==> config.mk <==
export PLATFORM = sky130hd
export DESIGN_NAME = incremental_murmur_fingerprint_unit
export DESIGN_NICKNAME = d
export VERILOG_FILES = /design/src/rtl/core/imf_pkg.sv /design/src/rtl/core/incremental_murmur_fingerprint_unit.sv /design/src/rtl/core/imf_mul.sv /design/src/rtl/core/imf_seq.sv
export SDC_FILE = /design/constraint.sdc
export NUM_CORES = 1
export LEC_CHECK = 0
export BUFFER_PORTS_ARGS = -buffer_cell sky130_fd_sc_hd__buf_4
export CAP_MARGIN = 15
export CORE_MARGIN = 2
export CORE_UTILIZATION = 55
export DETAILED_ROUTE_END_ITERATION = 6
export PLACE_DENSITY = 0.73
export SLEW_MARGIN = 20
export SYNTH_ARGS = -nofsm -noshare
export SYNTH_HDL_FRONTEND = slang
export SYNTH_SLANG_ARGS = --single-unit
==> constraint.sdc <==
create_clock -name clk -period 10.1 [get_ports clk]
set_clock_uncertainty 0.1 [all_clocks]
set_input_delay 1.515 -clock clk [delete_from_list [all_inputs] [get_ports clk]]
set_output_delay 1.515 -clock clk [all_outputs]
set_load 0.01 [all_outputs]
==> src/rtl/core/imf_pkg.sv <==
// Shared types, constants and helpers for the incremental murmur fingerprint unit.
// No dependencies.
package imf_pkg;

  localparam logic [31:0] MIX_MUL    = 32'h5bd1_e995;
  localparam int unsigned MIX_SHIFT  = 24;
  localparam logic [31:0] SEED_RESET = 32'h3dd3_b51a;

  localparam int unsigned ADDR_W     = 3;
  localparam logic [ADDR_W-1:0] REG_SEED_ADDR = 3'd0;

  typedef enum logic [2:0] {
    S_IDLE,
    S_K1,
    S_K2,
    S_H,
    S_HX,
    S_FIN,
    S_FIN2,
    S_EMIT
  } seq_state_t;

  typedef struct packed {
    logic        valid;
    logic [31:0] hash;
  } result_t;

  function automatic logic [31:0] swap32(input logic [31:0] x);
    swap32 = {x[7:0], x[15:8], x[23:16], x[31:24]};
  endfunction

endpackage

==> src/rtl/core/incremental_murmur_fingerprint_unit.sv <==
// Top level of the incremental murmur fingerprint unit: config port, sequencer, output register.
// Depends on imf_pkg and imf_seq.
//
//   channel  direction  handshake            payload
//   in       input      in_valid / in_stall  action, data_byte, starts_piece
//   out      output     out_valid/out_stall  hash_value
//   cfg      input      APB                  seed_value at address 0
//
// A byte that does not complete a word is only stored; one that completes a word runs states
// K1, K2, H and HX, with three passes through the single shared 32x32 multiplier.
// A finish runs FIN, FIN2 and EMIT with bytes pending (only EMIT without), plus any wait for a free output.
// Reset loads the running hash from the reset seed and clears pending bytes; no clearing pass.
// A result waiting in the output register does not stop byte transfers.
module incremental_murmur_fingerprint_unit (
  input  logic                          clk,
  input  logic                          rst,
  input  logic                          in_valid,
  output logic                          in_stall,
  input  logic                          action,
  input  logic [7:0]                    data_byte,
  input  logic                          starts_piece,
  output logic                          out_valid,
  input  logic                          out_stall,
  output logic [31:0]                   hash_value,
  input  logic                          psel,
  input  logic                          penable,
  input  logic                          pwrite,
  input  logic [imf_pkg::ADDR_W-1:0]    paddr,
  input  logic [31:0]                   pwdata,
  output logic [31:0]                   prdata,
  output logic                          pready
);

  logic             seq_idle;
  logic             accept;
  logic             out_free;
  logic [31:0]      seed_value;
  imf_pkg::result_t result;

  assign pready   = 1'b1;
  assign in_stall = ~seq_idle;
  assign accept   = in_valid & ~in_stall;
  assign out_free = ~out_valid | ~out_stall;
  assign prdata   = (paddr == imf_pkg::REG_SEED_ADDR) ? seed_value : 32'd0;

  always_ff @(posedge clk) begin
    if (rst) begin
      seed_value <= imf_pkg::SEED_RESET;
    end else if (psel && penable && pwrite && pready && paddr == imf_pkg::REG_SEED_ADDR) begin
      seed_value <= pwdata;
    end
  end

  imf_seq u_seq (
    .clk          (clk),
    .rst          (rst),
    .accept       (accept),
    .action       (action),
    .data_byte    (data_byte),
    .starts_piece (starts_piece),
    .seed         (seed_value),
    .out_free     (out_free),
    .idle         (seq_idle),
    .result       (result)
  );

  // hold the result until its transfer
  always_ff @(posedge clk) begin
    if (rst) begin
      out_valid <= 1'b0;
    end else if (result.valid) begin
      out_valid <= 1'b1;
    end else if (!out_stall) begin
      out_valid <= 1'b0;
    end
  end

  always_ff @(posedge clk) begin
    if (result.valid) begin
      hash_value <= result.hash;
    end
  end

endmodule

==> src/rtl/core/imf_mul.sv <==
// Shared multiplier by the mixing constant, product registered.
// Depends on imf_pkg.
module imf_mul (
  input  logic        clk,
  input  logic [31:0] operand,
  output logic [31:0] product
);

  logic [31:0] product_next;

  assign product_next = operand * imf_pkg::MIX_MUL;

  always_ff @(posedge clk) begin
    product <= product_next;
  end

endmodule

==> src/rtl/core/imf_seq.sv <==
// Sequencer and hash state: gathers bytes, mixes words through the shared multiplier.
// Depends on imf_pkg and imf_mul.
module imf_seq (
  input  logic                 clk,
  input  logic                 rst,
  input  logic                 accept,
  input  logic                 action,
  input  logic [7:0]           data_byte,
  input  logic                 starts_piece,
  input  logic [31:0]          seed,
  input  logic                 out_free,
  output logic                 idle,
  output imf_pkg::result_t     result
);

  imf_pkg::seq_state_t state, state_next;
  logic [31:0] running_hash, running_hash_next;
  logic [23:0] pending, pending_next;
  logic [1:0]  pcount, pcount_next;
  logic        split, split_next;
  logic [31:0] kreg, kreg_next;
  logic [31:0] operand;
  logic [31:0] product;
  logic        split_in;
  logic [31:0] word;

  imf_mul u_mul (
    .clk     (clk),
    .operand (operand),
    .product (product)
  );

  assign idle     = (state == imf_pkg::S_IDLE);
  assign split_in = split | (starts_piece & (pcount != 2'd0));
  assign word     = {pending, data_byte};

  always_ff @(posedge clk) begin
    if (rst) begin
      state        <= imf_pkg::S_IDLE;
      running_hash <= imf_pkg::SEED_RESET;
      pending      <= '0;
      pcount       <= '0;
      split        <= 1'b0;
    end else begin
      state        <= state_next;
      running_hash <= running_hash_next;
      pending      <= pending_next;
      pcount       <= pcount_next;
      split        <= split_next;
    end
  end

  always_ff @(posedge clk) begin
    kreg <= kreg_next;
  end

  always_comb begin
    state_next        = state;
    running_hash_next = running_hash;
    pending_next      = pending;
    pcount_next       = pcount;
    split_next        = split;
    kreg_next         = kreg;
    operand           = kreg;
    result.valid      = 1'b0;
    result.hash       = kreg;
    unique case (state)
      imf_pkg::S_IDLE: begin
        if (accept) begin
          if (action) begin
            if (pcount != 2'd0) begin
              state_next = imf_pkg::S_FIN;
            end else begin
              kreg_next  = running_hash;
              state_next = imf_pkg::S_EMIT;
            end
          end else if (pcount != 2'd3) begin
            pending_next = {pending[15:0], data_byte};
            pcount_next  = pcount + 2'd1;
            split_next   = split_in;
          end else begin
            kreg_next    = split_in ? word : imf_pkg::swap32(word);
            pending_next = '0;
            pcount_next  = '0;
            split_next   = 1'b0;
            state_next   = imf_pkg::S_K1;
          end
        end
      end
      imf_pkg::S_K1: begin
        operand    = kreg;
        state_next = imf_pkg::S_K2;
      end
      imf_pkg::S_K2: begin
        operand    = product ^ (product >> imf_pkg::MIX_SHIFT);
        state_next = imf_pkg::S_H;
      end
      imf_pkg::S_H: begin
        kreg_next  = product;
        operand    = running_hash;
        state_next = imf_pkg::S_HX;
      end
      imf_pkg::S_HX: begin
        running_hash_next = product ^ kreg;
        state_next        = imf_pkg::S_IDLE;
      end
      imf_pkg::S_FIN: begin
        operand    = running_hash ^ {8'd0, pending};
        state_next = imf_pkg::S_FIN2;
      end
      imf_pkg::S_FIN2: begin
        kreg_next  = product;
        state_next = imf_pkg::S_EMIT;
      end
      imf_pkg::S_EMIT: begin
        if (out_free) begin
          result.valid      = 1'b1;
          running_hash_next = seed;
          pending_next      = '0;
          pcount_next       = '0;
          split_next        = 1'b0;
          state_next        = imf_pkg::S_IDLE;
        end
      end
      default: begin
        state_next = imf_pkg::S_IDLE;
      end
    endcase
  end

endmodule

==> qor.yml, run 1 <==
postCtsSetupBuffers: 0
clock_path_buffers: 2
routed_wirelength_um: 49100
setup_violations: 0
synth_top_family_by_area: "adder cells"
final_cell_mix: "inv_1 (359), ha_1 (214), fa_1 (177)"
rsz0062_at_grt: "false"
multiInputGateArea_mm2: 0.01171
grt_overflow: 0
worst_slew_pin_slew_ns: 1.105
cts_tree: "yes"
drive_gt1_share_pct: 9.866
synth_edf_count: 64
grt_max_degree: 94
crit_arrival_ns: 9.09
critical_path.startpoint_type: "flop"
finalWeightedCongestion: 0.9912
ys_seq_area_share_pct: 25.09
final_common_cell: "inv_1"
relSlewSlack_pct: 26.34
worstPathMaxFanout: 26
status: "finished clean"
cts_resized: 0
die_width_um: 183.9
max_freq_ghz: 0.1131
hold_viol_final: 0
die_h_um: 183.9
synth_nets: 2371
drv_cap: 0
postSynthCellCount: 1928
firstDrtPassIters: 6
yosys_warnings: 0
fillers: 2680
final_nets: 2447
start_util_pct: 56.09
antenna_found_initial: 0
yosys.area_share.simple_pct: 10.95
dp.cells: 2387
cp-end-kind: "flop"
clock_latency_ns: 0.45
synth_fa_ha_area_share_pct: 34.96
syn_to_final_growth_pct: 10.53
ys_async_sr_fraction_pct: 0
hpwlAfterDp_um: 38180
drv_slew: 0
critPathKind: "reg -> reg"
ys_ff_latch: 191
route.antenna.remaining_nets: 0
synth_flop_cell: "dfxtp_1"
synth_cell_types: 65
synthMuxAreaShare_pct: 1.800
num_vias: 13860
fin_crit_sh_pct: 87.55
hold_path_class: "reg -> reg"
design.core.area_mm2: 0.03172
synth_xor_area_share_pct: 6.062
syn_area_per_cell_um2: 9.228
final.setup.tns_ns: 0
grt_pass1_wl_um: 76290
post-place-ws_ns: 1.458
die-area_mm2: 0.03380
cts.sinks: 191
period_minus_slack_ns: 8.843
path_clk_slew_ns: 0.07
hold_ws_ns: 0.3723
rows: 65
boundaryPins: 119
seq_area_mm2: 0.004464
layoutNonFillerInstCount: 2420
h-tree-depth: 4
clockRootBuffer: "clkbuf_16"
cp.required_ns: 10.35
cts_hold_buf: 0
gr-usage-all-layers_pct: 29.75
vias_per_cell: 5.726
numCtsBuffers: 17
syn_area_mm2: 0.01779
setup_ws_ns: 1.257
wl_per_cell_um: 20.29
grt_pass1_vias: 13900
drc_errors: 0
drt_iter0_drc: 1201
synth_compound_area_share_pct: 11.66
io_buffers: 117
## logic make-up (layout without fill, tap and decap cells)
kind of cell / count (synthesis) / in the layout
AND/OR/NAND/NOR: 420 / 420
adder cells (fa/ha/maj): 391 / 391
other: 1 / 2
buffers and inverters: 441 / 530
multiplexers: 32 / 32
XOR/XNOR: 120 / 120
flip-flops: 191 / 191
AO/OA/AOI/OAI: 332 / 332
## layout make-up
cell class	instances	share of cell area, %
Antenna cell	1	0.01272
Inverter	360	6.871
Multi-Input combinational cell	1296	59.56
Sequential cell	191	22.70
Clock buffer	18	2.290
Tap cell	402	2.558
Timing Repair Buffer	138	5.268
Clock inverter	14	0.7380
## worst paths after layout
| kind | startpoint | endpoint | slack [ns] | cells after the start |
|---|---|---|---|---|
| worst max-delay path | u_seq.state[2] | u_seq.u_mul.product[30] | 1.26 | 25 |
| worst min-delay path | seed_value[6] | seed_value[6] | 0.37 | 2 |
| worst max register to register | u_seq.state[2] | u_seq.u_mul.product[30] | 1.26 | 25 |
| worst min register to register | seed_value[6] | seed_value[6] | 0.37 | 2 |
## flip-flops by register name, indices dropped and copies added, names as in the netlist
| signal | cells |
|---|---|
| hash_value | 32 |
| out_valid | 1 |
| seed_value | 32 |
| u_seq.kreg | 32 |
| u_seq.pcount | 2 |
| u_seq.pending | 24 |
| u_seq.running_hash | 32 |
| u_seq.split | 1 |
| u_seq.state | 3 |
| u_seq.u_mul.product | 32 |
## through the flow
stage	util (%)	area (um2)
after detailed placement	60.11	19060
after floorplan	-	17790
after CTS	61.98	19660
after global placement	60.11	19060
after global routing	62.00	19660
final	62.00	19670
## worst max-delay path, cell delays in order, from the launching register on
cell and delay [ns]:
dfxtp_1 0.62, nand2b_1 0.57, and2_4 0.34, a222oi_1 0.88, inv_1 0.49, fa_1 0.66
ha_1 0.19, inv_1 0.07, fa_1 0.52, inv_1 0.05, ha_1 0.18, fa_1 0.48
inv_1 0.06, fa_1 0.54, inv_1 0.06, fa_1 0.47, inv_1 0.05, fa_1 0.47
inv_1 0.04, ha_1 0.34, o21a_1 0.16, o21ai_0 0.16, o211ai_1 0.36, a2111oi_2 0.17
or4_1 0.53, and3_1 0.18
## cell usage after synthesis, types with 4 or more instances
cell type	count	area [um2]
and3_1	4	25.02
nor3_1	6	30.03
a21o_1	4	30.03
nor2b_1	7	43.79
ha_1	214	2678
fa_1	177	3543
dfxtp_1	127	2542
nand3_1	30	150.1
nand2b_1	5	31.28
o21bai_1	7	52.55
edfxtp_1	64	1922
o21ai_0	60	300.3
nand2_1	147	551.8
a211o_1	19	166.4
nand4_1	4	25.02
a211oi_1	34	255.2
inv_1	359	1348
xnor2_1	84	735.7
a21oi_1	129	645.6
mux2i_1	32	320.3
or2_2	5	31.28
o22ai_1	23	143.9
xor2_1	34	297.8
buf_2	6	30.03
nor2_1	130	488.0
nand3b_1	21	157.7
a221oi_1	7	61.31
nor3b_1	6	45.04
a22oi_1	10	75.07
clkbuf_1	72	270.3
and2_1	38	237.7
o21a_1	5	37.54
or3_1	6	37.54
## layer usage
layer,up-vias,routed length [um],GRT usage (%)
met5,-,0,0
met4,0,2196,14.46
met3,118,3903,3.922
met2,651,22720,48.82
met1,6660,20280,39.01
li1,6428,-,-
Power of run 1 is not shown: default switching activity piles up to over one toggle a cycle in this logic, so the estimate is an artifact.
==> inputs of run 2 (changes only) <==
Settings changed: ABC_CLOCK_PERIOD_IN_PS set to 9200.
Clock period 10.1 ns to 9.2 ns, I/O delays scaled along.
==> run 2 against run 1 <==
Net effect: sequential share of layout area down 0.13 points; register-to-register slack worse by 0.67 ns; design area up 0.57%; core utilization up 0.36 points; non-clock buffer count up 15; sequential cell count unchanged; highest routed layer unchanged.
==> qor.yml, run 2 (synthesis gave the netlist of run 1 again) <==
final_common_cell: "inv_1"
final_nets: 2462
postCtsSetupBuffers: 0
critical_path.startpoint_type: "flop"
final.setup.tns_ns: 0
critPathKind: "reg -> reg"
drive_gt1_share_pct: 10.33
postPlaceCellArea_mm2: 0.01917
clockRootBuffer: "clkbuf_16"
die_width_um: 183.9
worst_slew_pin_slew_ns: 1.009
hold_depth: 2
fillers: 2641
crit_path_top_delay_cell: "dfxtp_1"
finalWeightedCongestion: 0.9714
rows: 65
cts_tree: "yes"
grt_overflow: 0
relSlewSlack_pct: 32.31
worstPathMaxFanout: 26
numCtsBuffers: 17
cp-end-kind: "flop"
crit_top_cell: "fa_1"
path_clk_slew_ns: 0.07
cts_hold_buf: 0
h-tree-depth: 4
num_vias: 13980
boundaryPins: 119
firstDrtPassIters: 6
hold_path_class: "reg -> reg"
die-area_mm2: 0.03380
drt_iter0_drc: 1281
max_stage_delay_ns: 0.99
grt_pass1_vias: 14080
cts_resized: 0
design.core.area_mm2: 0.03172
io_buffers: 117
route.antenna.remaining_nets: 0
grt_pass1_wl_um: 75750
syn_to_final_growth_pct: 11.17
hold_viol_final: 0
grt_max_degree: 94
clock_path_buffers: 2
period_minus_slack_ns: 8.615
rsz0062_at_grt: "false"
setup_violations: 0
max_freq_ghz: 0.1161
antenna_found_initial: 0
wl_per_cell_um: 20.05
dp.cells: 2401
crit_arrival_ns: 8.89
layoutNonFillerInstCount: 2434
fin_crit_sh_pct: 93.64
r2r_cells: 28
die_h_um: 183.9
vias_per_cell: 5.743
fin_area_mm2: 0.01978
status: "finished clean"
final_cell_mix: "inv_1 (359), ha_1 (214), fa_1 (177)"
hpwlAfterDp_um: 38210
start_util_pct: 56.09
diodes: 0
clock_latency_ns: 0.45
cp.required_ns: 9.48
drv_cap: 0
drc_errors: 0
routed_wirelength_um: 48800
drv_slew: 0
gr-usage-all-layers_pct: 29.43
cts.sinks: 191
[run 2: changes by cell type in the layout (fill, tap and decap cells not counted), sizes merged]
cell,change
clkinvlp,-1
buf,+15
diode,-1
clkbuf,+3
inv,-4
clkinv,+2
[run 2: worst paths after layout]
| kind | startpoint | endpoint | slack, ns |
|---|---|---|---|
| max reg2reg | u_seq.state[2] | u_seq.u_mul.product[31] | 0.58 |
| max | u_seq.state[2] | u_seq.u_mul.product[31] | 0.58 |
| min reg2reg | seed_value[11] | seed_value[11] | 0.38 |
| min | seed_value[11] | seed_value[11] | 0.38 |
[run 2: per-stage QoR]
step / setup slack (ns) / hold slack (ns) / utilization [%]
2_1_floorplan: 1.892 / 0.3317 / -
3_3_place_gp: 0.9067 / 0.3608 / 60.43
3_5_place_dp: 0.7292 / 0.3678 / 60.45
4_1_cts: 0.6670 / 0.3779 / 62.27
5_1_grt: 0.2275 / 0.4056 / 62.36
6_report: 0.5848 / 0.3805 / 62.36
[run 2: layout make-up]
cell class / count / area [um2] / share of cell area, %
timing repair buffer: 153 / 1169 / 5.908
multi-input combinational: 1296 / 11720 / 59.24
clock inverter: 11 / 103.9 / 0.5251
inverter: 360 / 1351 / 6.832
tap: 402 / 503.0 / 2.543
sequential: 191 / 4464 / 22.57
clock buffer: 21 / 471.7 / 2.385
[run 2: per-layer routing]
layer,GRT usage [%],vias up,wire length (um)
met3,5.289,129,3865
met2,48.74,647,22550
met1,38.13,6733,20280
met4,12.22,0,2104
met5,0,-,0
li1,-,6470,-
[run 2: critical path: cells and delay by family, from the launching register on]
family	cells	cell delay, ns
AND/OR/NAND/NOR	7	1.83
XOR/XNOR	1	0.13
buffers and inverters	7	0.86
flip-flops	1	0.99
AO/OA/AOI/OAI	4	0.71
adder cells (fa/ha/maj)	9	3.89
Power of run 2 is left out for the same reason.
==> inputs of run 3 (changes only) <==
Settings changed: ABC_CLOCK_PERIOD_IN_PS 9200 to unset, CORE_MARGIN 2 to unset, CTS_BUF_LIST set to sky130_fd_sc_hd__clkbuf_16.
==> run 3 against run 2 <==
Net effect: hold slack got worse by 0.0031 ns; register-to-register slack hardly changed; final cell count is essentially flat; fmax is essentially flat; global-route usage up 0.95 points; setup slack lost 0.0025 ns; first-iteration DRC count is 14% lower; wire length increased by 0.40%; die area fell by 2.2%; via count down 0.68%; non-clock buffer count down 1; critical endpoint unchanged.
==> qor.yml, run 3 (synthesis gave the netlist of run 1 again) <==
status: "finished clean"
route.antenna.remaining_nets: 0
diodes: 0
cts_tree: "yes"
syn_to_final_growth_pct: 11.17
start_util_pct: 56.09
drive_gt1_share_pct: 10.44
num_vias: 13880
final_common_cell: "inv_1"
final_nets: 2461
fin_crit_sh_pct: 93.67
hold_path_class: "reg -> reg"
cp-end-kind: "flop"
finalWeightedCongestion: 0.9543
die_h_um: 181.9
cts_resized: 0
final_cell_mix: "inv_1 (359), ha_1 (214), fa_1 (177)"
relSlewSlack_pct: 30.65
crit_path_top_delay_cell: "dfxtp_1"
clock_latency_ns: 0.44
rsz0062_at_grt: "false"
wl_per_cell_um: 20.14
setup_violations: 0
multiInputGateArea_mm2: 0.01171
cp.required_ns: 9.47
drc_errors: 0
firstDrtPassIters: 5
io_buffers: 117
path_clk_slew_ns: 0.07
design.core.area_mm2: 0.03172
h-tree-depth: 4
critPathTopFamily: "adder cells"
fillers: 2661
rows: 65
final.setup.tns_ns: 0
crit_top_cell: "fa_1"
numCtsBuffers: 17
drt_iter0_drc: 1102
seq_area_mm2: 0.004464
crit_buf_inv: 7
die_width_um: 181.9
die-area_mm2: 0.03307
hold_ws_ns: 0.3774
drv_cap: 0
grt_pass1_wl_um: 77310
clockRootBuffer: "clkbuf_16"
drv_slew: 0
grt_max_degree: 94
postCtsSetupBuffers: 0
critPathKind: "reg -> reg"
worst_slew_pin_slew_ns: 1.039
rrSetupSlack_ns: 0.58
crit_arrival_ns: 8.89
gr-usage-all-layers_pct: 30.39
critical_path.startpoint_type: "flop"
grt_overflow: 0
period_minus_slack_ns: 8.618
cts.sinks: 191
worstPathMaxFanout: 26
boundaryPins: 119
vias_per_cell: 5.707
clock_path_buffers: 2
max_freq_ghz: 0.1160
max_stage_delay_ns: 1.01
grt_pass1_vias: 14080
antenna_found_initial: 0
hold_viol_final: 0
cts_hold_buf: 0
routed_wirelength_um: 49000
hpwlAfterDp_um: 38230
## run 3: changes by cell type in the layout (fill, tap and decap cells not counted), sizes merged
cell / previous run / this run
clkinv: 6 / 4
inv: 363 / 369
buf: 153 / 152
clkinvlp: 1 / 0
bufinv: 1 / 2
clkbuf: 21 / 17
## run 3: final timing paths
| kind | start | endpoint | cells past startpoint |
|---|---|---|---|
| worst max-delay path | u_seq.state[2] | u_seq.u_mul.product[31] | 27 |
| worst min-delay path | seed_value[31] | seed_value[31] | 2 |
| worst max register to register | u_seq.state[2] | u_seq.u_mul.product[31] | 27 |
| worst min register to register | seed_value[31] | seed_value[31] | 2 |
## run 3: layout make-up
| type | instances | area share, % |
|---|---|---|
| clock buffers | 17 | 2.151 |
| multi-input cells | 1296 | 59.19 |
| inverters | 360 | 6.832 |
| well taps | 402 | 2.543 |
| repair buffers | 152 | 5.870 |
| flip-flops and latches | 191 | 22.57 |
| clock inverters | 15 | 0.8476 |
## run 3: layer usage
layer  share of wire (%)  GRT usage [%]
met5               0.012              0
met4                 3.4          10.62
met3                 6.9          3.911
met2                  47          50.89
met1                  43          40.57
## run 3: through the flow
step | cell area [um2] | utilization [%] | cells | setup WS, ns
4_1_cts | 19750 | 62.27 | 2432 | 0.6613
3_5_place_dp | 19160 | 60.40 | 2400 | 0.6728
3_3_place_gp | 19160 | 60.40 | 2400 | 0.8368
6_report | 19780 | 62.36 | 2433 | 0.5823
2_1_floorplan | 17790 | - | 1928 | 1.892
5_1_grt | 19780 | 62.36 | 2433 | 0.2241
## run 3: worst min-delay path, cell delays in order (launching register included)
cell	delay, ns
dfxtp_1	0.32
nand2_1	0.06
a21oi_1	0.05
Power of run 3 is left out for the same reason.
